--- src/mgi_pkg.sv ---
// Shared types and constants for the multilinear grid interpolator.
// No dependencies; every other file imports this package.
`default_nettype none

package mgi_pkg;

    localparam int MAX_DIMS   = 3;
    localparam int MAX_POINTS = 16;
    localparam int VALUE_W    = 32;
    localparam int PT_W       = 4;                          // index within one dimension
    localparam int NPT_W      = 5;                          // point count register
    localparam int DIM_W      = 2;
    localparam int BP_DEPTH   = MAX_DIMS * MAX_POINTS;
    localparam int BP_AW      = DIM_W + PT_W;
    localparam int TB_DEPTH   = MAX_POINTS * MAX_POINTS * MAX_POINTS;
    localparam int TB_AW      = 3 * PT_W;
    localparam int ACC_W      = 4 * VALUE_W;                // wide product, four limbs
    localparam int VOL_W      = 3 * VALUE_W;                // cell volume
    localparam int SUM_W      = ACC_W + 4;                  // signed sum of eight corners
    localparam int QUO_W      = SUM_W - 1;                  // magnitude of that sum
    localparam int CNT_W      = 8;                          // divider step counter
    localparam int FQ_DEPTH   = 4;
    localparam int FQ_AW      = 2;
    localparam int FQ_CW      = 3;

    // command codes
    localparam logic [1:0] CMD_BP    = 2'd0;
    localparam logic [1:0] CMD_TB    = 2'd1;
    localparam logic [1:0] CMD_QUERY = 2'd2;

    // configuration register indexes
    localparam logic [1:0] CFG_PTS0 = 2'd0;
    localparam logic [1:0] CFG_PTS1 = 2'd1;
    localparam logic [1:0] CFG_PTS2 = 2'd2;

    typedef struct packed {
        logic [1:0]                cmd;
        logic [1:0]                dim_select;
        logic [PT_W-1:0]           point_index;
        logic [TB_AW-1:0]          table_address;
        logic signed [VALUE_W-1:0] load_value;
        logic signed [VALUE_W-1:0] coord0;
        logic signed [VALUE_W-1:0] coord1;
        logic signed [VALUE_W-1:0] coord2;
    } t_in_req;

    typedef struct packed {
        logic signed [VALUE_W-1:0] interpolated;
        logic                      status;
    } t_out_rsp;

    typedef enum logic [1:0] {
        JOB_BP,
        JOB_TB,
        JOB_QUERY
    } t_job_kind;

    typedef struct packed {
        t_job_kind                 kind;
        logic [TB_AW-1:0]          addr;
        logic signed [VALUE_W-1:0] data;
        logic signed [VALUE_W-1:0] c0;
        logic signed [VALUE_W-1:0] c1;
        logic signed [VALUE_W-1:0] c2;
    } t_job;

    typedef enum logic [4:0] {
        S_IDLE,
        S_DIM,
        S_SCAN_RD,
        S_SCAN_EV,
        S_DIM_END,
        S_VOL,
        S_VOL2,
        S_VOL3,
        S_MUL,
        S_CORNER,
        S_CM1,
        S_CM2,
        S_CM3,
        S_DIV_INIT,
        S_DIV,
        S_ROUND,
        S_SAT,
        S_OUT
    } t_state;

endpackage

`default_nettype wire

--- src/mgi_fifo.sv ---
// Short job queue between front end and execution back end.
// Depends on mgi_pkg.
`default_nettype none

module mgi_fifo (
    input  wire           i_clk,
    input  wire           i_rst_n,
    input  wire           i_push,
    input  mgi_pkg::t_job i_job,
    input  wire           i_pop,
    output mgi_pkg::t_job o_job,
    output logic          o_full,
    output logic          o_empty
);
    import mgi_pkg::*;

    t_job             r_mem [FQ_DEPTH];
    logic [FQ_AW-1:0] r_wr;
    logic [FQ_AW-1:0] r_rd;
    logic [FQ_CW-1:0] r_cnt;
    logic             do_push;
    logic             do_pop;

    assign o_full  = (r_cnt == FQ_CW'(FQ_DEPTH));
    assign o_empty = (r_cnt == '0);
    assign do_push = i_push && !o_full;
    assign do_pop  = i_pop && !o_empty;
    assign o_job   = r_mem[r_rd];

    always_ff @(posedge i_clk) begin
        if (do_push) begin
            r_mem[r_wr] <= i_job;
        end
    end

    always_ff @(posedge i_clk) begin
        if (!i_rst_n) begin
            r_wr  <= '0;
            r_rd  <= '0;
            r_cnt <= '0;
        end else begin
            if (do_push) r_wr <= r_wr + 1'b1;
            if (do_pop)  r_rd <= r_rd + 1'b1;
            r_cnt <= r_cnt + FQ_CW'(do_push) - FQ_CW'(do_pop);
        end
    end

`ifndef ASSERT_OFF
    a_cnt_range: assert property (@(posedge i_clk) disable iff (!i_rst_n)
        r_cnt <= FQ_CW'(FQ_DEPTH))
        else $error("queue count out of range");
    a_ptr_gap: assert property (@(posedge i_clk) disable iff (!i_rst_n)
        FQ_AW'(r_wr - r_rd) == r_cnt[FQ_AW-1:0])
        else $error("queue pointers disagree with count");
    a_full_hold: assert property (@(posedge i_clk) disable iff (!i_rst_n)
        o_full && !i_pop |=> o_full)
        else $error("full queue drained without pop");
`endif

endmodule

`default_nettype wire

--- config.mk ---
export PLATFORM = sky130hd
export DESIGN_NAME = mgi_fifo
export DESIGN_NICKNAME = d
export VERILOG_FILES = /design/src/mgi_pkg.sv /design/src/mgi_fifo.sv
export SDC_FILE = /design/constraint.sdc
export NUM_CORES = 1
export LEC_CHECK = 0
export ABC_AREA = 1
export BUFFER_PORTS_ARGS = -buffer_cell sky130_fd_sc_hd__clkbuf_2
export CAP_MARGIN = 20
export CORE_ASPECT_RATIO = 0.8
export CORE_MARGIN = 2
export CORE_UTILIZATION = 50
export CTS_BUF_LIST = sky130_fd_sc_hd__clkbuf_2 sky130_fd_sc_hd__clkbuf_4 sky130_fd_sc_hd__clkbuf_8
export DETAILED_ROUTE_END_ITERATION = 8
export PLACE_DENSITY = 0.71
export SLEW_MARGIN = 15
export SYNTH_ARGS = -nofsm -noshare
export SYNTH_HDL_FRONTEND = slang
export SYNTH_SLANG_ARGS = --single-unit
--- constraint.sdc ---
create_clock -name i_clk -period 16.4 [get_ports i_clk]
set_input_delay 0.82 -clock i_clk [delete_from_list [all_inputs] [get_ports i_clk]]
set_output_delay 0.82 -clock i_clk [all_outputs]
set_load 0.01 [all_outputs]
==> impl_metrics.yaml <==
route:
  wl_met1_um: 19300
  drc_errors: 0
  viasPerCell: 5.48
  dr.first_iter.drc_count: 1029
  final_antenna_net_count: 0
  via_count: 12900
  dr.pass1.iters: 5
  dr_wl_met2_um: 21200
  dr.max_layer_used: "met5"
  wl_met3_um: 4240
  avgRoutedWirePerCell_um: 19.4
  routed_wl_um: 45900
timing:
  finalSetupViolCount: 0
  hold_viol_final: 0
  slew_headroom_pct: 30.2
  setup_ws_ns: 12.16
  fin_worst_skew_ns: 0.0139
  rsz0062_at_grt: "false"
  slew_viol_final: 0
  worst_pin_slew_ns: 1.05
  fmax_ghz: 0.236
  tns_ns: 0
  final.period_utilization_pct: 25.9
  hold-worst-slack_ns: 0.385
  period_minus_slack_ns: 4.24
clock_tree:
  cts_tree: "built"
  htreeDepth: 3
  clk_pin_slew_worst_paths_ns: 0.06
  cts_sinks: 577
  clock-root-buffer: "clkbuf_8"
  post_cts_buffers: 0
  clk_latency_ns: 0.64
  clockBufferDepth: 3
  holdBufCountCts: 0
  cts_resized: 0
  cts_buffers: 88
yosys:
  synth_top_area_share_pct: 79.6
  synth_edf_count: 568
  synth.area.top_cells: "edfxtp_1, nor2_1, o22ai_1"
  synthAdderAreaFrac_pct: 0.444
  netlist_top_cells_count: "edfxtp_1, nor2_1, o21ai_0"
  synth.distinct_cells: 19
  synthMostInstantiatedCell: "edfxtp_1"
  synthArstFlopShare_pct: 0
  ys_seq_area_share_pct: 80.5
  yosysTopAreaCell: "edfxtp_1"
  syn_area_mm2: 0.0214
  yosys.area_share.simple_pct: 5.53
  synth_xor_area_share_pct: 0
  synthCells: 1441
  synth.net_count: 1594
  ys_ff_latch: 577
  synth_area_per_cell_um2: 14.9
  synth_top_family_by_area: "compound AO/OA/AOI/OAI gates"
  yosysWarnings: 0
  synth-compound-area-share_pct: 11.0
  muxShareOfSynthArea_pct: 0
  synthFlopType: "edfxtp_1"
critical_path:
  regToRegStartpoint: "r_cnt[1]"
  worstSetupEndpointType: "primary output"
  worstPathMaxFanout: 84
  r2r_cells: 5
  regToRegEndpoint: "r_mem[0][67]"
  worstSetupPathType: "flop to primary output"
  crit_arrival_ns: 3.42
  cp_slowest_stage_delay_ns: 0.88
  setup.worst_path.start_class: "flop"
  cp.buffers_inverters: 3
  crit_required_ns: 15.58
  cp_top_family: "buffers and inverters"
  path_cells: "inv_4 -> buf_4 -> o21ai_0 -> o22ai_1 -> clkbuf_2"
  rrSetupSlack_ns: 13.40
  cpMaxStageDelayCell: "buf_4"
global_routing:
  grt_overflow: 0
  antenna_found_initial: 9
  grt_pass1_wl_um: 69700
  grt.total_usage_pct: 20.4
  grt_pass1_vias: 12600
  grt_max_degree: 190
floorplanning:
  initial_utilization_pct: 50.9
  die_x_um: 235
  die_area_mm2: 0.0445
  num_io_pins: 290
  rows: 67
  core_mm2: 0.0421
  die_y_um: 189
hold_path:
  min_path_cells: 1
  min_from: "i_job[74]"
  min_to: "r_mem[0][74]"
  hold_path.class: "primary input to flop"
pwr:
  power_leakage_nw: 8.80
  p_per_area_mw_per_mm2: 153
  peakVddDrop_mv: 0.0932
job:
  drv_cap: 0
placed_design:
  place_area_mm2: 0.0232
  detailed_place_hpwl_um: 24900
  numPortBuffers: 289
  pre_cts_ws_ns: 12.69
  routabilityCongestion: 0.742
finish:
  n_fill_cell: 3211
  synthToLayoutAreaGrowth_pct: 16.4
  final_area_mm2: 0.0249
  drive_above_1_share_pct: 24.5
  final_nets: 1895
run_status:
  status: "finished clean"
[stage by stage]
step / std cells / power, mW / utilization, %
3_5_place_dp: 2202 / 2.72 / 55.2
6_report: 2363 / 3.80 / 59.3
4_1_cts: 2359 / 3.84 / 59.1
3_3_place_gp: 2202 / 2.71 / 55.2
2_1_floorplan: 1441 / 2.42 / -
5_1_grt: 2363 / 3.99 / 59.3
[layout by cell type (no fill, tap or decap), drive strengths merged]
master    count
ha            6
edfxtp      568
clkinv       34
inv          20
nand3         4
diode         2
nor2        296
clkinvlp      1
buf          15
nand2        14
a21oi         5
o22ai       142
bufinv        1
clkbuf      409
dfxtp         9
fa            1
o21ai       284
[cell families (layout without fill, tap and decap cells)]
kind of cell,Yosys count,in the layout
simple gates,314,314
compound gates,431,431
flops,577,577
other cells,0,2
buf+inv,112,480
fa+ha+maj,7,7
[metal layers]
metal	track usage, %	vias to the layer above
li1	-	6076
met1	27.0	6326
met2	31.7	441
met3	7.17	86
met4	7.28	14
met5	0	-
[area by class of cell]
class                      count  area (um2)  share of cell area, %
antenna                        2        5.00                 0.0201
clock buffer                 120        1480                   5.92
clock inverter                37         181                  0.727
inverter                      19        81.3                  0.326
multi-input combinational    752        3660                   14.7
sequential                   577       17200                   69.1
tap                          552         691                   2.77
timing repair buffer         304        1600                   6.43
[power breakdown]
part / total, mW / internal, mW / leakage, nW / switching [mW]
clock network: 1.11 / 0.596 / 0.876 / 0.516
logic: 0.844 / 0.262 / 2.65 / 0.582
registers: 1.85 / 1.80 / 5.28 / 0.0496
total: 3.80 / 2.66 / 8.80 / 1.15
[sequential cells by signal, indices dropped and copies added, names as in the netlist, named ones only]
| register | flops |
|---|---|
| r_rd | 2 |
| r_mem | 568 |
| r_wr | 2 |
| r_cnt | 3 |
[worst max-delay path by stage]
| stage | startpoint | endpoint | slack [ns] | cells past startpoint |
|---|---|---|---|---|
| CTS | flop | o_job[58] | 11.96 | 5 |
| detailed placement | flop | o_job[137] | 12.69 | 5 |
| global route | flop | o_job[128] | 11.86 | 5 |
| floorplan | i_push | r_mem[0][0] | 8.92 | 2 |
| global placement | flop | o_job[107] | 12.72 | 5 |
| finish | flop | o_job[135] | 12.16 | 5 |
Note: power is estimated with default switching activity, not from simulation.
