--- src/mgi_pkg.sv ---
// Shared types and constants for the multilinear grid interpolator.
// No dependencies; every other file imports this package.
`default_nettype none

package mgi_pkg;

    localparam int MAX_DIMS   = 3;
    localparam int MAX_POINTS = 16;
    localparam int VALUE_W    = 32;
    localparam int PT_W       = 4;                          // index within one dimension
    localparam int NPT_W      = 5;                          // point count register
    localparam int DIM_W      = 2;
    localparam int BP_DEPTH   = MAX_DIMS * MAX_POINTS;
    localparam int BP_AW      = DIM_W + PT_W;
    localparam int TB_DEPTH   = MAX_POINTS * MAX_POINTS * MAX_POINTS;
    localparam int TB_AW      = 3 * PT_W;
    localparam int ACC_W      = 4 * VALUE_W;                // wide product, four limbs
    localparam int VOL_W      = 3 * VALUE_W;                // cell volume
    localparam int SUM_W      = ACC_W + 4;                  // signed sum of eight corners
    localparam int QUO_W      = SUM_W - 1;                  // magnitude of that sum
    localparam int CNT_W      = 8;                          // divider step counter
    localparam int FQ_DEPTH   = 4;
    localparam int FQ_AW      = 2;
    localparam int FQ_CW      = 3;

    // command codes
    localparam logic [1:0] CMD_BP    = 2'd0;
    localparam logic [1:0] CMD_TB    = 2'd1;
    localparam logic [1:0] CMD_QUERY = 2'd2;

    // configuration register indexes
    localparam logic [1:0] CFG_PTS0 = 2'd0;
    localparam logic [1:0] CFG_PTS1 = 2'd1;
    localparam logic [1:0] CFG_PTS2 = 2'd2;

    typedef struct packed {
        logic [1:0]                cmd;
        logic [1:0]                dim_select;
        logic [PT_W-1:0]           point_index;
        logic [TB_AW-1:0]          table_address;
        logic signed [VALUE_W-1:0] load_value;
        logic signed [VALUE_W-1:0] coord0;
        logic signed [VALUE_W-1:0] coord1;
        logic signed [VALUE_W-1:0] coord2;
    } t_in_req;

    typedef struct packed {
        logic signed [VALUE_W-1:0] interpolated;
        logic                      status;
    } t_out_rsp;

    typedef enum logic [1:0] {
        JOB_BP,
        JOB_TB,
        JOB_QUERY
    } t_job_kind;

    typedef struct packed {
        t_job_kind                 kind;
        logic [TB_AW-1:0]          addr;
        logic signed [VALUE_W-1:0] data;
        logic signed [VALUE_W-1:0] c0;
        logic signed [VALUE_W-1:0] c1;
        logic signed [VALUE_W-1:0] c2;
    } t_job;

    typedef enum logic [4:0] {
        S_IDLE,
        S_DIM,
        S_SCAN_RD,
        S_SCAN_EV,
        S_DIM_END,
        S_VOL,
        S_VOL2,
        S_VOL3,
        S_MUL,
        S_CORNER,
        S_CM1,
        S_CM2,
        S_CM3,
        S_DIV_INIT,
        S_DIV,
        S_ROUND,
        S_SAT,
        S_OUT
    } t_state;

endpackage

`default_nettype wire

--- src/mgi_front.sv ---
// Front end: accepts requests, drops the ones that do nothing, forms jobs.
// Depends on mgi_pkg.
`default_nettype none

module mgi_front (
    input  wire              i_in_valid,
    output logic             o_in_stall,
    input  mgi_pkg::t_in_req i_in_req,
    input  wire              i_full,
    output logic             o_push,
    output mgi_pkg::t_job    o_job
);
    import mgi_pkg::*;

    logic keep;

    always_comb begin
        keep        = 1'b0;
        o_job.kind  = JOB_QUERY;
        o_job.addr  = i_in_req.table_address;
        o_job.data  = i_in_req.load_value;
        o_job.c0    = i_in_req.coord0;
        o_job.c1    = i_in_req.coord1;
        o_job.c2    = i_in_req.coord2;
        case (i_in_req.cmd)
            CMD_BP: begin
                keep       = (32'(i_in_req.dim_select) < MAX_DIMS);
                o_job.kind = JOB_BP;
                o_job.addr = TB_AW'({i_in_req.dim_select, i_in_req.point_index});
            end
            CMD_TB: begin
                keep       = 1'b1;
                o_job.kind = JOB_TB;
            end
            CMD_QUERY: begin
                keep       = 1'b1;
            end
            default: keep = 1'b0;
        endcase
    end

    assign o_in_stall = i_full;
    assign o_push     = i_in_valid && !i_full && keep;

endmodule

`default_nettype wire

--- config.mk ---
export PLATFORM = sky130hd
export DESIGN_NAME = mgi_front
export DESIGN_NICKNAME = d
export VERILOG_FILES = /design/src/mgi_pkg.sv /design/src/mgi_front.sv
export SDC_FILE = /design/constraint.sdc
export NUM_CORES = 1
export LEC_CHECK = 0
export BUFFER_PORTS_ARGS = -buffer_cell sky130_fd_sc_hd__buf_2
export CORE_AREA = 2 2 114 116
export DETAILED_ROUTE_END_ITERATION = 12
export DIE_AREA = 0 0 116 118
export PLACE_DENSITY = 0.48
export SLEW_MARGIN = 5
export SYNTH_ARGS = -nofsm -noshare
export SYNTH_HDL_FRONTEND = slang
export SYNTH_SLANG_ARGS = --single-unit
--- constraint.sdc ---
create_clock -name vclk -period 1.98
set_input_delay 0 -clock vclk [all_inputs]
set_output_delay 0 -clock vclk [all_outputs]
set_load 0.01 [all_outputs]
==> results of run 1 <==
==> cell usage after synthesis <==
cell type    n  share of area [%]
buf_4      129                 81
and2b_2      6                4.4
ha_1         4                4.2
mux2_2       3                2.8
mux2_4       3                3.8
inv_1        2               0.63
nor2_1       2               0.63
a21boi_0     1               0.63
buf_6        1               0.94
o211a_1      1               0.84
==> logic make-up (layout without fill, tap and decap cells) <==
logic type                 after synthesis  count (layout)  share of synthesized area (%)
muxes                                    6               6                           6.60
and+or+nand+nor                          8               8                           5.03
adders and majority gates                4               4                           4.19
buffers and inverters                  132              40                           82.7
AOI/OAI and AO/OA                        2               2                           1.47
==> final cells by class <==
type,count,area share [%]
tap,172,34.7
multi-input combinational,20,33.3
timing repair buffer,38,30.7
inverter,2,1.21
==> stage by stage <==
stage	total power, uW	hold slack (ps)	std cells	area [sq um]	util, %
2_1_floorplan	316	91.8	152	1190	-
3_3_place_gp	98.6	0.0686	232	619	4.99
3_5_place_dp	99.8	0.0686	232	619	4.99
4_1_cts	99.9	0.0686	232	619	4.99
5_1_grt	106	0.0151	232	619	4.99
6_report	97.0	0.00392	232	619	4.99
==> worst max-delay path, delay by kind of cell <==
family | cells | cell delay (ps)
mux | 1 | 400
buf+inv | 3 | 340
fa+ha+maj | 1 | 470
==> routing by layer <==
| layer | part of all wire [%] | wire length [um] | vias up |
|---|---|---|---|
| li1 | - | - | 150 |
| met1 | 11 | 303 | 184 |
| met2 | 48 | 1350 | 99 |
| met3 | 22 | 608 | 68 |
| met4 | 20 | 557 | 0 |
| met5 | 0 | 0 | - |
==> final timing paths <==
path,from,endpoint,slack (ps),cells past startpoint
setup / recovery,i_in_req[147],o_job[128],770,5
hold / removal,i_in_req[33],o_job[33],0.004,0
==> power groups by stage <==
stage | clock (uW) | sequential, uW | combinational (uW)
detailed placement | 0 | 0 | 99.8
finish | 0 | 0 | 97.0
global route | 0 | 0 | 106
CTS | 0 | 0 | 99.9
floorplan | 0 | 0 | 316
global placement | 0 | 0 | 98.6
==> out/metrics.csv, run 1 <==
stage,metric,value,unit
layout,"most common cell after layout, fill and taps aside",buf_2,
placed_design,RePlAce Congestion,0.436,
timing,Final Setup Violations,0,
flow_run,max-cap check violation count,0,
layout,flip-flop and latch count,0,
floorplanning,Die X-Extent,116,um
clock_network,hold_buf cts,0,
placed_design,Place WS,751,ps
synth,Netlist cell types,10,
grt,met1 GRT Util,0.0310,%
floorplanning,core area,12400,sq um
route,DRT Wirelength,2.81,mm
worst_setup_path,Crit-path slowest cell,ha_1,
worst_setup_path,Worst Path Max Fanout,14,
floorplanning,# IOs,294,
synth,Mapped Cells,152,
timing,crit share post-route,61.2,%
grt,met3 track demand over resource,2.06,%
timing,final hold vios,0,
power_and_ir_drop,Max rail drop VDD,0.0000162,V
route,wire length per cell,12.1,um
grt,largest net degree at the start of global routing,15,
floorplanning,starting density of the core,9.61,%
synth,syn nets,306,
timing,RSZ-0062 raised after global routing,false,
worst_setup_path,critical path arrival,1210,ps
placed_design,PortBufs,38,
layout,area delta synth->final,-48.1,%
worst_setup_path,Startpoint Class,primary input,
timing,total negative setup slack,0,ps
clock_network,cts repair resizes,0,
grt,initial antenna violation count,0,
grt,GR Layer Usage met2,6.62,%
worst_setup_path,CP max stage delay,470,ps
grt,Total GRT Usage,3.26,%
power_and_ir_drop,Comb power frac,100.0,%
worst_setup_path,Critical Path RT,1980,ps
power_and_ir_drop,Int Pwr,52.4,uW
layout,clock buf count,0,
clock_network,Setup Buffers After CTS,0,
placed_design,post-DP HPWL,2.50,mm
timing,Final min period,1210,ps
grt,vias in the first global route,548,
floorplanning,DIE AREA,13700,sq um
worst_setup_path,Most Frequent Cell on Critical Path,buf_2,
timing,f_max,825,MHz
worst_setup_path,WS Path Type,in2out,
floorplanning,die height,118,um
power_and_ir_drop,Reg power frac,0,%
layout,layout cell share with drive strength beyond 1,83.3,%
route,DRT Pass-1 Iters,3,
power_and_ir_drop,leakage power,0.000273,uW
synth,YS warnings,0,
layout,Nets,216,
grt,total grt overflow,0,
worst_setup_path,cells traversed along the worst timing path,"buf_2, inv_1, ha_1, mux2_2, buf_2",
route,1st-iter DRT viols,8,
layout,diode count,0,
layout,most frequent cells in the layout,"buf_2 (38), and2b_2 (6), ha_1 (4)",
timing,Worst Tran Pin Value,495,ps
synth,sequential area share after synthesis,0,%
layout,area taken by multi-input logic gates,206,sq um
hold_path,Hold Crit Class,in2out,
layout,Seq. cell area,0,sq um
power_and_ir_drop,sw frac,46.0,%
synth,Post-Syn Area,1190,sq um
layout,filler cell count,1497,
status,status,"complete, no violations",
synth,syn avg cell area,7.85,sq um
route,detailed-route vias per instance,2.16,
power_and_ir_drop,Clock power frac,0,%
timing,"Slew Viols, Final",0,
grt,global-route wire length before repair,3.15,mm
power_and_ir_drop,Pwr Density,157,nW/um^2
timing,Final WS setup,769,ps
route,Routed Antenna Nets,0,
floorplanning,# rows,41,
worst_setup_path,Crit. End Element,primary output,
route,Vias,501,
timing,Rel. slew slack,67.0,%
grt,GRT Max-Usage Layer,met2,
power_and_ir_drop,Sw Pwr,44.6,uW
route,DR DRC count,0,
Power figures use the tool's default switching activity.
==> run 2: changes to the inputs <==
- PLACE_DENSITY: 0.48 -> 0.49
- clock period: 1.98 -> 1.1 ns (I/O delays scaled with it)
==> out/metrics.csv, run 2 (synthesis results as in run 1) <==
stage,metric,value,unit
layout,filler cell count,1497,
flow_run,max-cap check violation count,0,
timing,Final Setup Violations,0,
worst_setup_path,Crit-path slowest cell,mux2_2,
worst_setup_path,Crit. End Element,primary output,
worst_setup_path,Worst Path Max Fanout,9,
grt,GR Layer Usage met2,5.70,%
worst_setup_path,CP Launch Point,i_in_req[147],
grt,Total GRT Usage,3.07,%
route,DR DRC count,0,
worst_setup_path,CP Depth,6,
layout,Nets,220,
grt,met3 track demand over resource,2.73,%
power_and_ir_drop,Pwr Density,276,nW/um^2
layout,Seq. cell area,0,sq um
worst_setup_path,Critical Path RT,1100,ps
clock_network,cts repair resizes,0,
power_and_ir_drop,total power,179,uW
timing,Worst Tran Pin Value,143,ps
placed_design,post-DP HPWL,2.29,mm
floorplanning,die height,118,um
timing,Hold Slack,0.00392,ps
timing,total negative setup slack,0,ps
layout,diode count,0,
worst_setup_path,WP buf/inv,4,
floorplanning,core area,12400,sq um
route,DRT Pass-1 Iters,3,
grt,total grt overflow,0,
grt,largest net degree at the start of global routing,10,
worst_setup_path,CP top delay family,buffers and inverters,
floorplanning,Die X-Extent,116,um
placed_design,RePlAce Congestion,0.429,
timing,RSZ-0062 raised after global routing,false,
timing,final hold vios,0,
grt,global-route wire length before repair,3.11,mm
placed_design,PortBufs,38,
floorplanning,# rows,41,
timing,Final min period,988,ps
power_and_ir_drop,leakage power,0.000293,uW
worst_setup_path,Startpoint Class,primary input,
grt,met1 GRT Util,0.0620,%
floorplanning,DIE AREA,13700,sq um
timing,crit share post-route,89.8,%
layout,clock buf count,0,
worst_setup_path,critical path endpoint,o_job[130],
route,DRT Wirelength,2.64,mm
route,Vias,537,
worst_setup_path,WS Path Type,in2out,
route,detailed-route vias per instance,2.28,
layout,layout cell share with drive strength beyond 1,84.4,%
timing,f_max,1010,MHz
worst_setup_path,cells traversed along the worst timing path,"buf_2, inv_1, ha_1, buf_4, mux2_2, buf_2",
layout,fin util,5.23,%
power_and_ir_drop,Max rail drop VDD,0.0000224,V
timing,"Slew Viols, Final",0,
worst_setup_path,critical path arrival,990,ps
timing,Final WS setup,112,ps
route,Routed Antenna Nets,0,
floorplanning,# IOs,294,
layout,area delta synth->final,-45.6,%
grt,GRT Max-Usage Layer,met4,
layout,"most common cell after layout, fill and taps aside",buf_2,
clock_network,hold_buf cts,0,
hold_path,Hold Crit Class,in2out,
clock_network,Setup Buffers After CTS,0,
status,status,"complete, no violations",
worst_setup_path,Most Frequent Cell on Critical Path,buf_2,
floorplanning,starting density of the core,9.61,%
timing,Rel. slew slack,90.4,%
grt,initial antenna violation count,0,
layout,flip-flop and latch count,0,
layout,most frequent cells in the layout,"buf_2 (38), and2b_2 (6), ha_1 (4), buf_4 (4)",
route,1st-iter DRT viols,3,
grt,vias in the first global route,584,
placed_design,Place WS,111,ps
route,wire length per cell,11.2,um
worst_setup_path,CP max stage delay,330,ps
[run 2: cell count changes in the layout (fill, tap and decap cells not counted), sizes merged]
cell / previous run / this run
buf: 38 / 42
[run 2: layout make-up]
cell class                 instances  area, sq um  area share [%]
timing repair buffer              42          220            33.9
tap                              172          215            33.1
multi-input combinational         20          206            31.8
inverter                           2         7.51            1.16
[run 2: worst min-delay path by stage]
| stage | from | end | depth (start not counted) |
|---|---|---|---|
| 4_1_cts | i_in_req[24] | o_job[24] | 0 |
| 2_1_floorplan | i_full | o_in_stall | 1 |
| 3_3_place_gp | i_in_req[24] | o_job[24] | 0 |
| 3_5_place_dp | i_in_req[24] | o_job[24] | 0 |
| 6_report | i_in_req[33] | o_job[33] | 0 |
| 5_1_grt | i_in_req[33] | o_job[33] | 0 |
[run 2: metrics by stage]
stage | cells | instance area (sq um)
global placement | 236 | 649
detailed placement | 236 | 649
finish | 236 | 649
global route | 236 | 649
CTS | 236 | 649
floorplan | 152 | 1190
[run 2: report_power, final]
| part | internal [uW] | switching, uW |
|---|---|---|
| Combinational | 102 | 76.9 |
| Sequential | 0 | 0 |
| Clock | 0 | 0 |
[run 2: routing by layer]
metal	up-vias	wire, um
li1	158	-
met4	0	488
met3	80	658
met5	-	0
met1	187	299
met2	112	1200
